==> src/hdl/bgcd_pkg.sv <==
`timescale 1ns / 1ps

package bgcd_pkg;

  // Coin set and field widths.
  localparam int COIN_KINDS         = 7;
  localparam int COIN_IDX_BITS      = 3;
  localparam int COUNT_BITS         = 8;
  localparam int AMOUNT_BITS        = 8;
  localparam int REST_BITS          = 15;
  localparam int GIVE_BITS          = 16;
  localparam int STOCK_BITS_DEFAULT = 16;
  localparam int COIN_VALUE_BITS    = 5;

  // Queue depths between the front, the back and the result port.
  localparam int CMD_DEPTH = 2;
  localparam int RES_DEPTH = 2;

  // Constant division by a coin value: multiply by a rounded-up reciprocal
  // and keep the bits above RECIP_SHIFT. Exact for every amount below 2^15.
  localparam int RECIP_SHIFT = 24;
  localparam int RECIP_BITS  = RECIP_SHIFT + 1;

  localparam logic [COIN_VALUE_BITS-1:0] COIN_VALUE [COIN_KINDS] = '{
    5'd17, 5'd11, 5'd7, 5'd5, 5'd3, 5'd2, 5'd1
  };

  localparam logic [RECIP_BITS-1:0] COIN_RECIP [COIN_KINDS] = '{
    RECIP_BITS'((2**RECIP_SHIFT + 16) / 17),
    RECIP_BITS'((2**RECIP_SHIFT + 10) / 11),
    RECIP_BITS'((2**RECIP_SHIFT + 6) / 7),
    RECIP_BITS'((2**RECIP_SHIFT + 4) / 5),
    RECIP_BITS'((2**RECIP_SHIFT + 2) / 3),
    RECIP_BITS'((2**RECIP_SHIFT + 1) / 2),
    RECIP_BITS'(2**RECIP_SHIFT)
  };

  localparam logic [COIN_IDX_BITS-1:0] LAST_COIN = COIN_IDX_BITS'(COIN_KINDS - 1);

  // Operation codes on the input.
  localparam logic OP_REFILL = 1'b0;
  localparam logic OP_CHANGE = 1'b1;

  // Result status codes.
  typedef enum logic [1:0] {
    STATUS_OK       = 2'd0,
    STATUS_SHORT    = 2'd1,
    STATUS_UNDERPAY = 2'd2
  } status_t;

  // Classes of work that the front hands to the back.
  typedef enum logic [1:0] {
    CMD_REFILL = 2'd0,
    CMD_CHANGE = 2'd1,
    CMD_REPORT = 2'd2
  } cmd_kind_t;

  typedef struct packed {
    cmd_kind_t                kind;
    status_t                  status;
    logic [COIN_IDX_BITS-1:0] coin_index;
    logic [COUNT_BITS-1:0]    coin_count;
    logic [REST_BITS-1:0]     rest;
  } cmd_t;

  typedef struct packed {
    status_t                                status;
    logic [COIN_KINDS-1:0][GIVE_BITS-1:0]   give;
  } result_t;

  typedef enum logic [1:0] {
    BK_IDLE = 2'd0,
    BK_DIV  = 2'd1,
    BK_SUB  = 2'd2,
    BK_DONE = 2'd3
  } back_state_t;

endpackage

==> src/hdl/bgcd_fifo.sv <==
`timescale 1ns / 1ps

module bgcd_fifo #(
  parameter int WIDTH = 8,
  parameter int DEPTH = 2
) (
  input  logic             clk,
  input  logic             rst,
  input  logic             push,
  input  logic [WIDTH-1:0] wdata,
  output logic             full,
  input  logic             pop,
  output logic [WIDTH-1:0] rdata,
  output logic             empty
);

  localparam int PTR_W = $clog2(DEPTH);
  localparam int CNT_W = $clog2(DEPTH + 1);

  logic [WIDTH-1:0] entry [DEPTH];
  logic [PTR_W-1:0] wr_ptr;
  logic [PTR_W-1:0] rd_ptr;
  logic [CNT_W-1:0] count;
  logic             wr_en;
  logic             rd_en;

  assign full  = (count == CNT_W'(DEPTH));
  assign empty = (count == '0);
  assign wr_en = push && !full;
  assign rd_en = pop && !empty;
  assign rdata = entry[rd_ptr];

  // Pointer and occupancy bookkeeping.
  always_ff @(posedge clk) begin
    if (rst) begin
      wr_ptr <= '0;
      rd_ptr <= '0;
      count  <= '0;
    end else begin
      if (wr_en) begin
        wr_ptr <= (wr_ptr == PTR_W'(DEPTH - 1)) ? '0 : wr_ptr + 1'b1;
      end
      if (rd_en) begin
        rd_ptr <= (rd_ptr == PTR_W'(DEPTH - 1)) ? '0 : rd_ptr + 1'b1;
      end
      if (wr_en && !rd_en) begin
        count <= count + 1'b1;
      end else if (rd_en && !wr_en) begin
        count <= count - 1'b1;
      end
    end
  end

  // Storage needs no reset; the count marks what is valid.
  always_ff @(posedge clk) begin
    if (wr_en) begin
      entry[wr_ptr] <= wdata;
    end
  end

endmodule

==> src/hdl/bgcd_front.sv <==
`timescale 1ns / 1ps

module bgcd_front import bgcd_pkg::*; (
  input  logic                     operation,
  input  logic [COIN_IDX_BITS-1:0] coin_index,
  input  logic [COUNT_BITS-1:0]    coin_count,
  input  logic [AMOUNT_BITS-1:0]   paid,
  input  logic [AMOUNT_BITS-1:0]   price,
  output cmd_t                     cmd
);

  logic [AMOUNT_BITS-1:0] diff;
  logic [REST_BITS-1:0]   diff_ext;
  logic [REST_BITS-1:0]   rest100;

  // The change amount is the difference times 100, built from three shifts.
  assign diff     = paid - price;
  assign diff_ext = REST_BITS'(diff);
  assign rest100  = (diff_ext << 6) + (diff_ext << 5) + (diff_ext << 2);

  // Sort each transaction into a refill, a change split or a fixed report.
  always_comb begin
    cmd.kind       = CMD_REPORT;
    cmd.status     = STATUS_OK;
    cmd.coin_index = coin_index;
    cmd.coin_count = coin_count;
    cmd.rest       = rest100;
    if (operation == OP_REFILL) begin
      if (coin_index < COIN_IDX_BITS'(COIN_KINDS)) begin
        cmd.kind = CMD_REFILL;
      end
    end else if (paid < price) begin
      cmd.status = STATUS_UNDERPAY;
    end else if (diff != '0) begin
      cmd.kind = CMD_CHANGE;
    end
  end

endmodule

==> src/hdl/bgcd_back.sv <==
`timescale 1ns / 1ps

module bgcd_back import bgcd_pkg::*; #(
  parameter int STOCK_BITS = STOCK_BITS_DEFAULT
) (
  input  logic    clk,
  input  logic    rst,
  input  cmd_t    cmd,
  input  logic    cmd_empty,
  output logic    cmd_pop,
  input  logic    res_full,
  output logic    res_push,
  output result_t res
);

  localparam int PROD_W = REST_BITS + RECIP_BITS;
  localparam int CMP_W  = (STOCK_BITS > REST_BITS) ? STOCK_BITS : REST_BITS;

  back_state_t              state;
  back_state_t              state_next;
  logic [COIN_IDX_BITS-1:0] step;
  logic [REST_BITS-1:0]     rest;
  logic [REST_BITS-1:0]     quot;
  logic [REST_BITS-1:0]     takes [COIN_KINDS];
  logic [STOCK_BITS-1:0]    stock [COIN_KINDS];

  logic                     refill_en;
  logic                     load_en;
  logic                     quot_en;
  logic                     sub_en;
  logic                     commit_en;

  logic [PROD_W-1:0]        prod;
  logic [REST_BITS-1:0]     quot_calc;
  logic [STOCK_BITS-1:0]    stock_sel;
  logic [REST_BITS-1:0]     take;
  logic [REST_BITS-1:0]     cost;

  // Quotient of the remaining amount by the current coin value.
  assign prod      = PROD_W'(rest) * PROD_W'(COIN_RECIP[step]);
  assign quot_calc = prod[RECIP_SHIFT +: REST_BITS];

  // Take as many coins as wanted, but no more than the stock holds.
  assign stock_sel = stock[step];
  assign take      = (CMP_W'(quot) < CMP_W'(stock_sel)) ? quot : REST_BITS'(stock_sel);
  assign cost      = REST_BITS'(take) * REST_BITS'(COIN_VALUE[step]);

  // Sequencer state register.
  always_ff @(posedge clk) begin
    if (rst) begin
      state <= BK_IDLE;
    end else begin
      state <= state_next;
    end
  end

  // Next state, queue handshakes and the result word.
  always_comb begin
    state_next = state;
    cmd_pop    = 1'b0;
    res_push   = 1'b0;
    refill_en  = 1'b0;
    load_en    = 1'b0;
    quot_en    = 1'b0;
    sub_en     = 1'b0;
    commit_en  = 1'b0;
    res.status = STATUS_OK;
    res.give   = '0;
    unique case (state)
      BK_IDLE: begin
        if (!cmd_empty && !res_full) begin
          cmd_pop = 1'b1;
          unique case (cmd.kind)
            CMD_REFILL: begin
              refill_en = 1'b1;
              res_push  = 1'b1;
            end
            CMD_CHANGE: begin
              load_en    = 1'b1;
              state_next = BK_DIV;
            end
            CMD_REPORT: begin
              res_push   = 1'b1;
              res.status = cmd.status;
            end
            default: begin
              res_push = 1'b1;
            end
          endcase
        end
      end
      BK_DIV: begin
        quot_en    = 1'b1;
        state_next = BK_SUB;
      end
      BK_SUB: begin
        sub_en     = 1'b1;
        state_next = (step == LAST_COIN) ? BK_DONE : BK_DIV;
      end
      BK_DONE: begin
        res_push   = 1'b1;
        state_next = BK_IDLE;
        if (rest == '0) begin
          commit_en = 1'b1;
          for (int i = 0; i < COIN_KINDS; i++) begin
            res.give[i] = GIVE_BITS'(takes[i]);
          end
        end else begin
          res.status = STATUS_SHORT;
        end
      end
      default: begin
        state_next = BK_IDLE;
      end
    endcase
  end

  // Coin inventory: saturating refill, and all counts taken at once on success.
  always_ff @(posedge clk) begin
    if (rst) begin
      for (int i = 0; i < COIN_KINDS; i++) begin
        stock[i] <= '0;
      end
    end else begin
      for (int i = 0; i < COIN_KINDS; i++) begin
        if (refill_en && (cmd.coin_index == COIN_IDX_BITS'(i))) begin
          if ({1'b0, stock[i]} + (STOCK_BITS + 1)'(cmd.coin_count) >
              (STOCK_BITS + 1)'({STOCK_BITS{1'b1}})) begin
            stock[i] <= '1;
          end else begin
            stock[i] <= stock[i] + STOCK_BITS'(cmd.coin_count);
          end
        end else if (commit_en) begin
          stock[i] <= stock[i] - STOCK_BITS'(takes[i]);
        end
      end
    end
  end

  // Greedy split datapath, one denomination per divide and subtract pair.
  always_ff @(posedge clk) begin
    if (load_en) begin
      rest <= cmd.rest;
      step <= '0;
    end
    if (quot_en) begin
      quot <= quot_calc;
    end
    if (sub_en) begin
      takes[step] <= take;
      rest        <= rest - cost;
      step        <= step + 1'b1;
    end
  end

endmodule

==> src/hdl/bounded_greedy_change_dispenser.sv <==
`timescale 1ns / 1ps

// Change dispenser with a bounded inventory of seven coin kinds (17, 11, 7,
// 5, 3, 2, 1). Both sides look like a queue: push/full in, empty/pop out,
// one result per transaction in order. A front stage classifies each
// transaction into a two-entry command queue, and a back sequencer owns the
// inventory and writes into a two-entry result queue, so input keeps flowing
// while a result waits to be popped. In the back, a refill, an underpaid
// request or a request with no change is answered from the idle state; a
// change split runs a load step, then a divide step and a take-and-subtract
// step for each of the seven coin kinds through one shared reciprocal
// multiplier, then a commit step. At the earliest, a result passes the
// command queue and the result queue before it shows on the outputs, and
// it can be popped as soon as it shows. Stock counts are STOCK_BITS wide
// and saturate on refill; a failed split leaves the stock unchanged.
module bounded_greedy_change_dispenser import bgcd_pkg::*; #(
  parameter int STOCK_BITS = STOCK_BITS_DEFAULT
) (
  input  logic                     clk,
  input  logic                     rst,
  input  logic                     push,
  output logic                     full,
  input  logic                     operation,
  input  logic [COIN_IDX_BITS-1:0] coin_index,
  input  logic [COUNT_BITS-1:0]    coin_count,
  input  logic [AMOUNT_BITS-1:0]   paid,
  input  logic [AMOUNT_BITS-1:0]   price,
  output logic                     empty,
  input  logic                     pop,
  output logic [1:0]               status,
  output logic [GIVE_BITS-1:0]     give_seventeen,
  output logic [GIVE_BITS-1:0]     give_eleven,
  output logic [GIVE_BITS-1:0]     give_seven,
  output logic [GIVE_BITS-1:0]     give_five,
  output logic [GIVE_BITS-1:0]     give_three,
  output logic [GIVE_BITS-1:0]     give_two,
  output logic [GIVE_BITS-1:0]     give_one
);

  cmd_t    cmd_in;
  cmd_t    cmd_out;
  logic    cmd_empty;
  logic    cmd_pop;
  result_t res_in;
  result_t res_out;
  logic    res_full;
  logic    res_push;

  // Front: classify the incoming transaction.
  bgcd_front u_front (
    .operation  (operation),
    .coin_index (coin_index),
    .coin_count (coin_count),
    .paid       (paid),
    .price      (price),
    .cmd        (cmd_in)
  );

  bgcd_fifo #(
    .WIDTH ($bits(cmd_t)),
    .DEPTH (CMD_DEPTH)
  ) u_cmd_fifo (
    .clk   (clk),
    .rst   (rst),
    .push  (push),
    .wdata (cmd_in),
    .full  (full),
    .pop   (cmd_pop),
    .rdata (cmd_out),
    .empty (cmd_empty)
  );

  // Back: inventory and greedy split.
  bgcd_back #(
    .STOCK_BITS (STOCK_BITS)
  ) u_back (
    .clk       (clk),
    .rst       (rst),
    .cmd       (cmd_out),
    .cmd_empty (cmd_empty),
    .cmd_pop   (cmd_pop),
    .res_full  (res_full),
    .res_push  (res_push),
    .res       (res_in)
  );

  bgcd_fifo #(
    .WIDTH ($bits(result_t)),
    .DEPTH (RES_DEPTH)
  ) u_res_fifo (
    .clk   (clk),
    .rst   (rst),
    .push  (res_push),
    .wdata (res_in),
    .full  (res_full),
    .pop   (pop),
    .rdata (res_out),
    .empty (empty)
  );

  // Result fields onto the ports.
  assign status         = res_out.status;
  assign give_seventeen = res_out.give[0];
  assign give_eleven    = res_out.give[1];
  assign give_seven     = res_out.give[2];
  assign give_five      = res_out.give[3];
  assign give_three     = res_out.give[4];
  assign give_two       = res_out.give[5];
  assign give_one       = res_out.give[6];

endmodule

==> config.mk <==
export PLATFORM = sky130hd
export DESIGN_NAME = bounded_greedy_change_dispenser
export DESIGN_NICKNAME = d
export VERILOG_FILES = /design/src/hdl/bgcd_pkg.sv /design/src/hdl/bgcd_fifo.sv /design/src/hdl/bgcd_front.sv /design/src/hdl/bgcd_back.sv /design/src/hdl/bounded_greedy_change_dispenser.sv
export SDC_FILE = /design/constraint.sdc
export NUM_CORES = 2
export LEC_CHECK = 0
export ABC_AREA = 1
export BUFFER_PORTS_ARGS = -buffer_cell sky130_fd_sc_hd__buf_2
export CAP_MARGIN = 25
export CORE_ASPECT_RATIO = 0.7
export CORE_MARGIN = 2
export CORE_UTILIZATION = 55
export CTS_CLUSTER_DIAMETER = 40
export CTS_CLUSTER_SIZE = 20
export DETAILED_ROUTE_END_ITERATION = 8
export PLACE_DENSITY = 0.75
export REMOVE_ABC_BUFFERS = 1
export SETUP_SLACK_MARGIN = 0.2
export SYNTH_ARGS = -nofsm -noshare
export SYNTH_HDL_FRONTEND = slang
export SYNTH_SLANG_ARGS = --single-unit
==> constraint.sdc <==
create_clock -name clk -period 11.89 [get_ports clk]
set_input_delay 2.378 -clock clk [delete_from_list [all_inputs] [get_ports clk]]
set_output_delay 2.378 -clock clk [all_outputs]
set_load 0.02 [all_outputs]
**After elaboration in Yosys (flattened, before gate mapping)**

Memory sizes are Yosys's and may differ from the RTL's. A register that Yosys moved wholly into a read port is not among the register bits.
Cells that the tools add are included.

- Reduce and logical (&&, ||, !) cells: 35
- $add $sub $neg: 34
- Muxes and demuxes: 160
- Multiply operators: 2
- Bitwise operators: 22
- Magnitude comparators: 11
- Equal/unequal tests: 16

Operator list:

| cell | number |
|---|---|
| $mux 16 | 21 |
| $add 16x8->17 | 7 |
| $gt 17x16->1 const B | 7 |
| $add 16x8->16 | 7 |
| $mux 112 | 1 |
| $sub 16x15->16 | 7 |
| $mux 111 | 1 |
| $mux 1 | 109 |
| $mux 25 | 2 |
| $mux 15 | 3 |
| $mul 15x25->39 | 1 |
| $mux 2 | 15 |
| $or 1x1->1 | 21 |
| $logic_and 1x1->1 | 16 |
| $lt 15x16->1 | 1 |
| $add 14x13->15 | 1 |
| $add 15x10->15 | 1 |
| $logic_not 15->1 | 1 |
| $mul 15x5->15 | 1 |
| $sub 15x15->15 | 1 |
| $eq 3x3->1 const B | 4 |
| $eq 2x2->1 const B | 5 |
| $mux 5 | 2 |
| $mux 3 | 3 |
| other kinds (23) | 42 |

- Input bits: 32
- Flip-flop bits (word level): 43
- ROM bits: 240
- RAM bits: 505
- Word-level logic and storage cells: 296
- Output and inout port bits: 116
- Memories: 6

Memory list:

| name | depth | bits a word | read ports | clocked after Yosys merged registers in | write ports | RTL line | text |
|---|---|---|---|---|---|---|---|
| u_res_fifo.entry | 2 | 114 | 1 | 1 | 1 | bgcd_fifo.sv:20 | `logic [WIDTH-1:0] entry [DEPTH];` |
| (name not given) | 8 | 25 | 1 | 0 | 0 | bgcd_back.sv:40 | `assign prod = PROD_W'(rest) * PROD_W'(COIN_RECIP[step]);` |
| u_back.stock | 7 | 16 | 8 | 1 | 7 | bgcd_back.sv:25 | `logic [STOCK_BITS-1:0] stock [COIN_KINDS];` |
| u_back.takes | 7 | 15 | 7 | 0 | 1 | bgcd_back.sv:24 | `logic [REST_BITS-1:0] takes [COIN_KINDS];` |
| u_cmd_fifo.entry | 2 | 30 | 1 | 1 | 1 | bgcd_fifo.sv:20 |  |
| (name not given) | 8 | 5 | 1 | 0 | 0 | bgcd_back.sv:46 | `assign cost = REST_BITS'(take) * REST_BITS'(COIN_VALUE[step]);` |

**Logic depth before layout (Yosys ltp)**

- Depth after elaboration: 12
- Depth in mapped cells: 43
- Depth with buffers taken out: 37

**Hierarchy**

A second synthesis with hierarchy kept.

- Cell total of the unflattened synthesis: 4590
- Area total of the unflattened synthesis: 44443.9 um2

Modules (own cells, without submodules):

| module | area an instance (um2) | instances | cells each | sequential area each (um2) |
|---|---|---|---|---|
| bgcd_back | 32222.2 | 1 | 3913 | 7607.3 |
| bgcd_fifo at u_res_fifo | 8717.1 | 1 | 392 | 6946.7 |
| bgcd_fifo at u_cmd_fifo | 2414.8 | 1 | 130 | 1901.8 |
| bgcd_front | 1089.8 | 1 | 155 | 0.0 |

**Worst setup path before layout**

OpenSTA, ideal clock, no wires.

- Path type: register to register
- Start: register u_back.step[0]
- End: register u_back.quot[10], data pin
- Required time: 11.631 ns
- Slack: 5.249 ns
- Clock period less this slack: 6.641 ns
- Stages on the path, launching flop included: 29
- Path buffers: 1
- Setup time: 0.259 ns
- Arrival time: 6.382 ns
- Cell sequence: edfxtp_1 inv_1 ha_1 inv_1 nor2_1 inv_1 clkbuf_1 nor2_1 inv_1 fa_1 inv_1 fa_1 fa_1 fa_1 fa_1 inv_1 fa_1 inv_1 ha_1 a21oi_1 o21ai_0 a21oi_1 o21a_1 nand3b_1 nand2_1 a21boi_0 inv_1 a21oi_1 xnor2_1

- Cells in the longest elaborated chain, start to end: 5

RTL lines:

| what | RTL line | text |
|---|---|---|
| start: declaration | bgcd_back.sv:21 | `logic [COIN_IDX_BITS-1:0] step;` |
| start signal: assignment | bgcd_back.sv:152 | `step <= step + 1'b1;` |
| $not 3->4 (implied by the code) | bgcd_back.sv:40 |  |
| $mem_v2 8x25 | - |  |
| $mux 25 (implied by the code) (2 in series) | bgcd_back.sv:40 |  |
| $mul 15x25->39 | bgcd_back.sv:40 |  |
| named net u_back.prod[34] | bgcd_back.sv:33 | `logic [PROD_W-1:0] prod;` |
| end signal: assignment | bgcd_back.sv:147 | `quot <= quot_calc;` |
| end: declaration | bgcd_back.sv:23 | `logic [REST_BITS-1:0] quot;` |

The timed path passes the listed nets, and every way through them passes these cells. The select of a mux whose other input is x is not followed.
A chain may end at the register's enable or synchronous reset.

**Worst setup path in the final report**

- Start: register u_back.step[1]
- End: register u_back.quot[11], data pin

Same word-level chain as after synthesis.

==> impl_metrics.ini <==
[status]
outcome = finished, final reports clean

[floorplan]
rows = 85
core-area_mm2 = 0.07711
dieArea_mm2 = 0.08035
start_util_pct = 55.68
die_h_um = 237.8
ios = 148
die_x_um = 337.9

[clock_tree]
root_buffer = clkbuf_16
hold_buffers = 0
clock_path_buffers = 3
cts_buffers = 56
cts_setup_buffers = 0
htreeDepth = 2
cts_tree = built
cts.repair.resized = 0
clk_latency_ns = 0.66
cts_sinks = 533
clkTransAtPathRegs_ns = 0.07

[setup_path]
r2r_slack_ns = 3.64
worst-r2r-cell-count = 24
max_stage_delay_ns = 0.59
rr_startpoint = u_back.step[1]
crit_chain = inv_1, nor2_1, buf_4, inv_1, nand2_1, clkinv_1, nand2_1, fa_1, fa_1, inv_1, fa_1, fa_1, fa_1, inv_1, fa_1, inv_1, ha_1, nand4_1, nor2_1, nor2_1, o2111ai_1, nand2_1, o311ai_1, xor2_1
crit_buf_inv = 7
worst-setup-path-type = reg -> reg
crit_path_start_kind = flop
crit_fanout = 13
path_depth = 24
cp_slowest_cell = nor2_1
cp_common_cell = fa_1
endpoint_kind = flop
worstPathArrival_ns = 8.62
cpLargestDelayFamily = adder cells
cp.required_ns = 12.26
r2r-end = u_back.quot[11]

[route]
drt-pass1-iter-count = 6
wl_per_cell_um = 22.21
wirelength_mm = 127.5
vias = 33230
first_iter_violations = 3874
drcViolationCount = 0
ant_nets = 0
routed_via_density = 5.788

[cells_and_area]
drive_gt1_share_pct = 10.50
syn_to_final_growth_pct = 9.392
fill_cells = 6371
finalNetCount = 5352
layout_common_cells = 853 x inv_1, 654 x nand2_1, 518 x edfxtp_1, 447 x nor2_1, 345 x fa_1
final_common_cell = inv_1

[hold_path]
hold_class = reg -> reg
hold_start = u_res_fifo.rd_ptr
holdPathStages = 2

[synth]
synth_edf_count = 518
synthCells = 4505
synth-seq-cells = 533
netlist_area_mm2 = 0.04293
ys_types = 68
avgSynthCellArea_um2 = 9.531
ys.flop_type = edfxtp_1
async_reset_ff_share_pct = 0
yosysWarningCount = 0
yosysSeqAreaShare_pct = 36.93

[sta]
setup_tns_ns = 0
setup-violations-final = 0
rsz0062_at_grt = false
finalHoldViolCount = 0
period_share_pct = 69.38
worst_slew_pin_slew_ns = 1.181
final_max_slew_viol_count = 0
fin_skew_ns = 0.04006
max_freq_mhz = 121.2
min_period_ns = 8.249
slew_headroom_pct = 21.21

[place]
gp_congestion = 1.013
port-buffer-count = 140
hpwl_mm = 98.72

[grt]
grt_usage_pct = 32.08
grt_pass1_wl_mm = 192.9
grt-ovfl-total = 0
grt_pass1_vias = 32300
grt_max_degree = 87
antenna_found_initial = 2

[job]
drv_cap = 0
==> sequential cells by signal (all words and copies together) (netlist names), named ones only <==
register,cells
u_res_fifo.count,2
u_cmd_fifo.count,2
u_res_fifo.entry,214
u_cmd_fifo.entry,54
u_back.takes,105
u_res_fifo.rd_ptr,1
u_cmd_fifo.rd_ptr,1
u_back.rest,15
u_back.quot,15
u_cmd_fifo.wr_ptr,1
u_back.state,2
u_back.stock,112
u_back.step,3
u_res_fifo.wr_ptr,1
==> worst min-delay path: cells and delay by family, from the launching register on <==
| kind | cells | cell delay [ns] |
|---|---|---|
| flops | 1 | 0.30 |
| compound gates | 1 | 0.07 |
| buf+inv | 1 | 0.08 |
==> stage by stage <==
stage | worst slack (ns) | cell area (um^2) | cells | hold slack [ns] | utilization (%)
6_report | 3.641 | 46970 | 5742 | 0.4882 | 60.91
5_1_grt | 3.316 | 46960 | 5738 | 0.4869 | 60.90
4_1_cts | 3.811 | 46930 | 5737 | 0.4766 | 60.86
3_5_place_dp | 3.905 | 44860 | 5632 | 0.4642 | 58.18
3_3_place_gp | 3.032 | 44830 | 5630 | 0.4472 | 58.15
2_1_floorplan | 4.789 | 42450 | 4402 | 0.4476 | -
==> metal layers <==
metal  vias up  part of all wire, %  routed length (um)  global-route usage (%)
met3       225                   18               22890                   15.73
li1      15080                    -                   -                       -
met5         -                    0                   0                       0
met1     15790                   42               54020                   48.30
met2      2137                   38               47860                   40.88
met4         0                  2.2                2746                   7.111
==> logic make-up (layout without fill, tap and decap cells) <==
kind of cell	count (synthesis)	after routing	synth area share, %
AOI/OAI and AO/OA	746	746	10.11
xor gates and xnor gates	157	157	3.203
adders and majority gates	673	673	25.64
buffers and inverters	992	1175	8.894
DFF	533	533	36.93
muxes	111	111	2.900
other	1	11	0.008734
and+or+nand+nor	1292	1292	12.31
==> worst max-delay path by stage <==
| stage | startpoint | slack (ns) | to |
|---|---|---|---|
| 3_5_place_dp | u_back.step[1] | 3.91 | u_back.quot[11] |
| 3_3_place_gp | u_back.step[0] | 3.03 | u_back.quot[13] |
| 6_report | u_back.step[1] | 3.64 | u_back.quot[11] |
| 5_1_grt | u_back.step[1] | 3.32 | u_back.quot[11] |
| 4_1_cts | u_back.step[1] | 3.81 | u_back.quot[11] |
| 2_1_floorplan | u_back.step[2] | 4.79 | u_back.quot[10] |
==> synthesized netlist by cell type (18+ instances only) <==
| cell type | instances | area share, % |
|---|---|---|
| o21ai_0 | 204 | 2.4 |
| a221oi_1 | 26 | 0.53 |
| or2_2 | 20 | 0.29 |
| nor2_1 | 452 | 4.0 |
| o21ai_1 | 26 | 0.30 |
| ha_1 | 328 | 9.6 |
| clkbuf_1 | 80 | 0.70 |
| edfxtp_1 | 518 | 36 |
| nor3_1 | 20 | 0.23 |
| nand4_1 | 18 | 0.26 |
| nand3_1 | 68 | 0.79 |
| inv_1 | 854 | 7.5 |
| mux2_2 | 107 | 2.8 |
| nand2_1 | 654 | 5.7 |
| a31oi_1 | 29 | 0.42 |
| a211oi_1 | 22 | 0.38 |
| fa_1 | 345 | 16 |
| xnor2_1 | 49 | 1.0 |
| a21oi_1 | 307 | 3.6 |
| inv_2 | 23 | 0.20 |
| xor2_1 | 108 | 2.2 |
==> final cells by class <==
type / instances / area (um^2) / area share [%]
Clock inverter: 46 / 611.8 / 1.303
Sequential cell: 533 / 15860 / 33.77
Tap cell: 1044 / 1306 / 2.781
Inverter: 883 / 3316 / 7.060
Timing Repair Buffer: 187 / 1085 / 2.310
Multi-Input combinational cell: 2986 / 23320 / 49.66
Antenna cell: 4 / 10.01 / 0.02131
Clock buffer: 59 / 1455 / 3.098
Power is not shown: default switching activity piles up to over one toggle a cycle in this logic, so the estimate is an artifact.
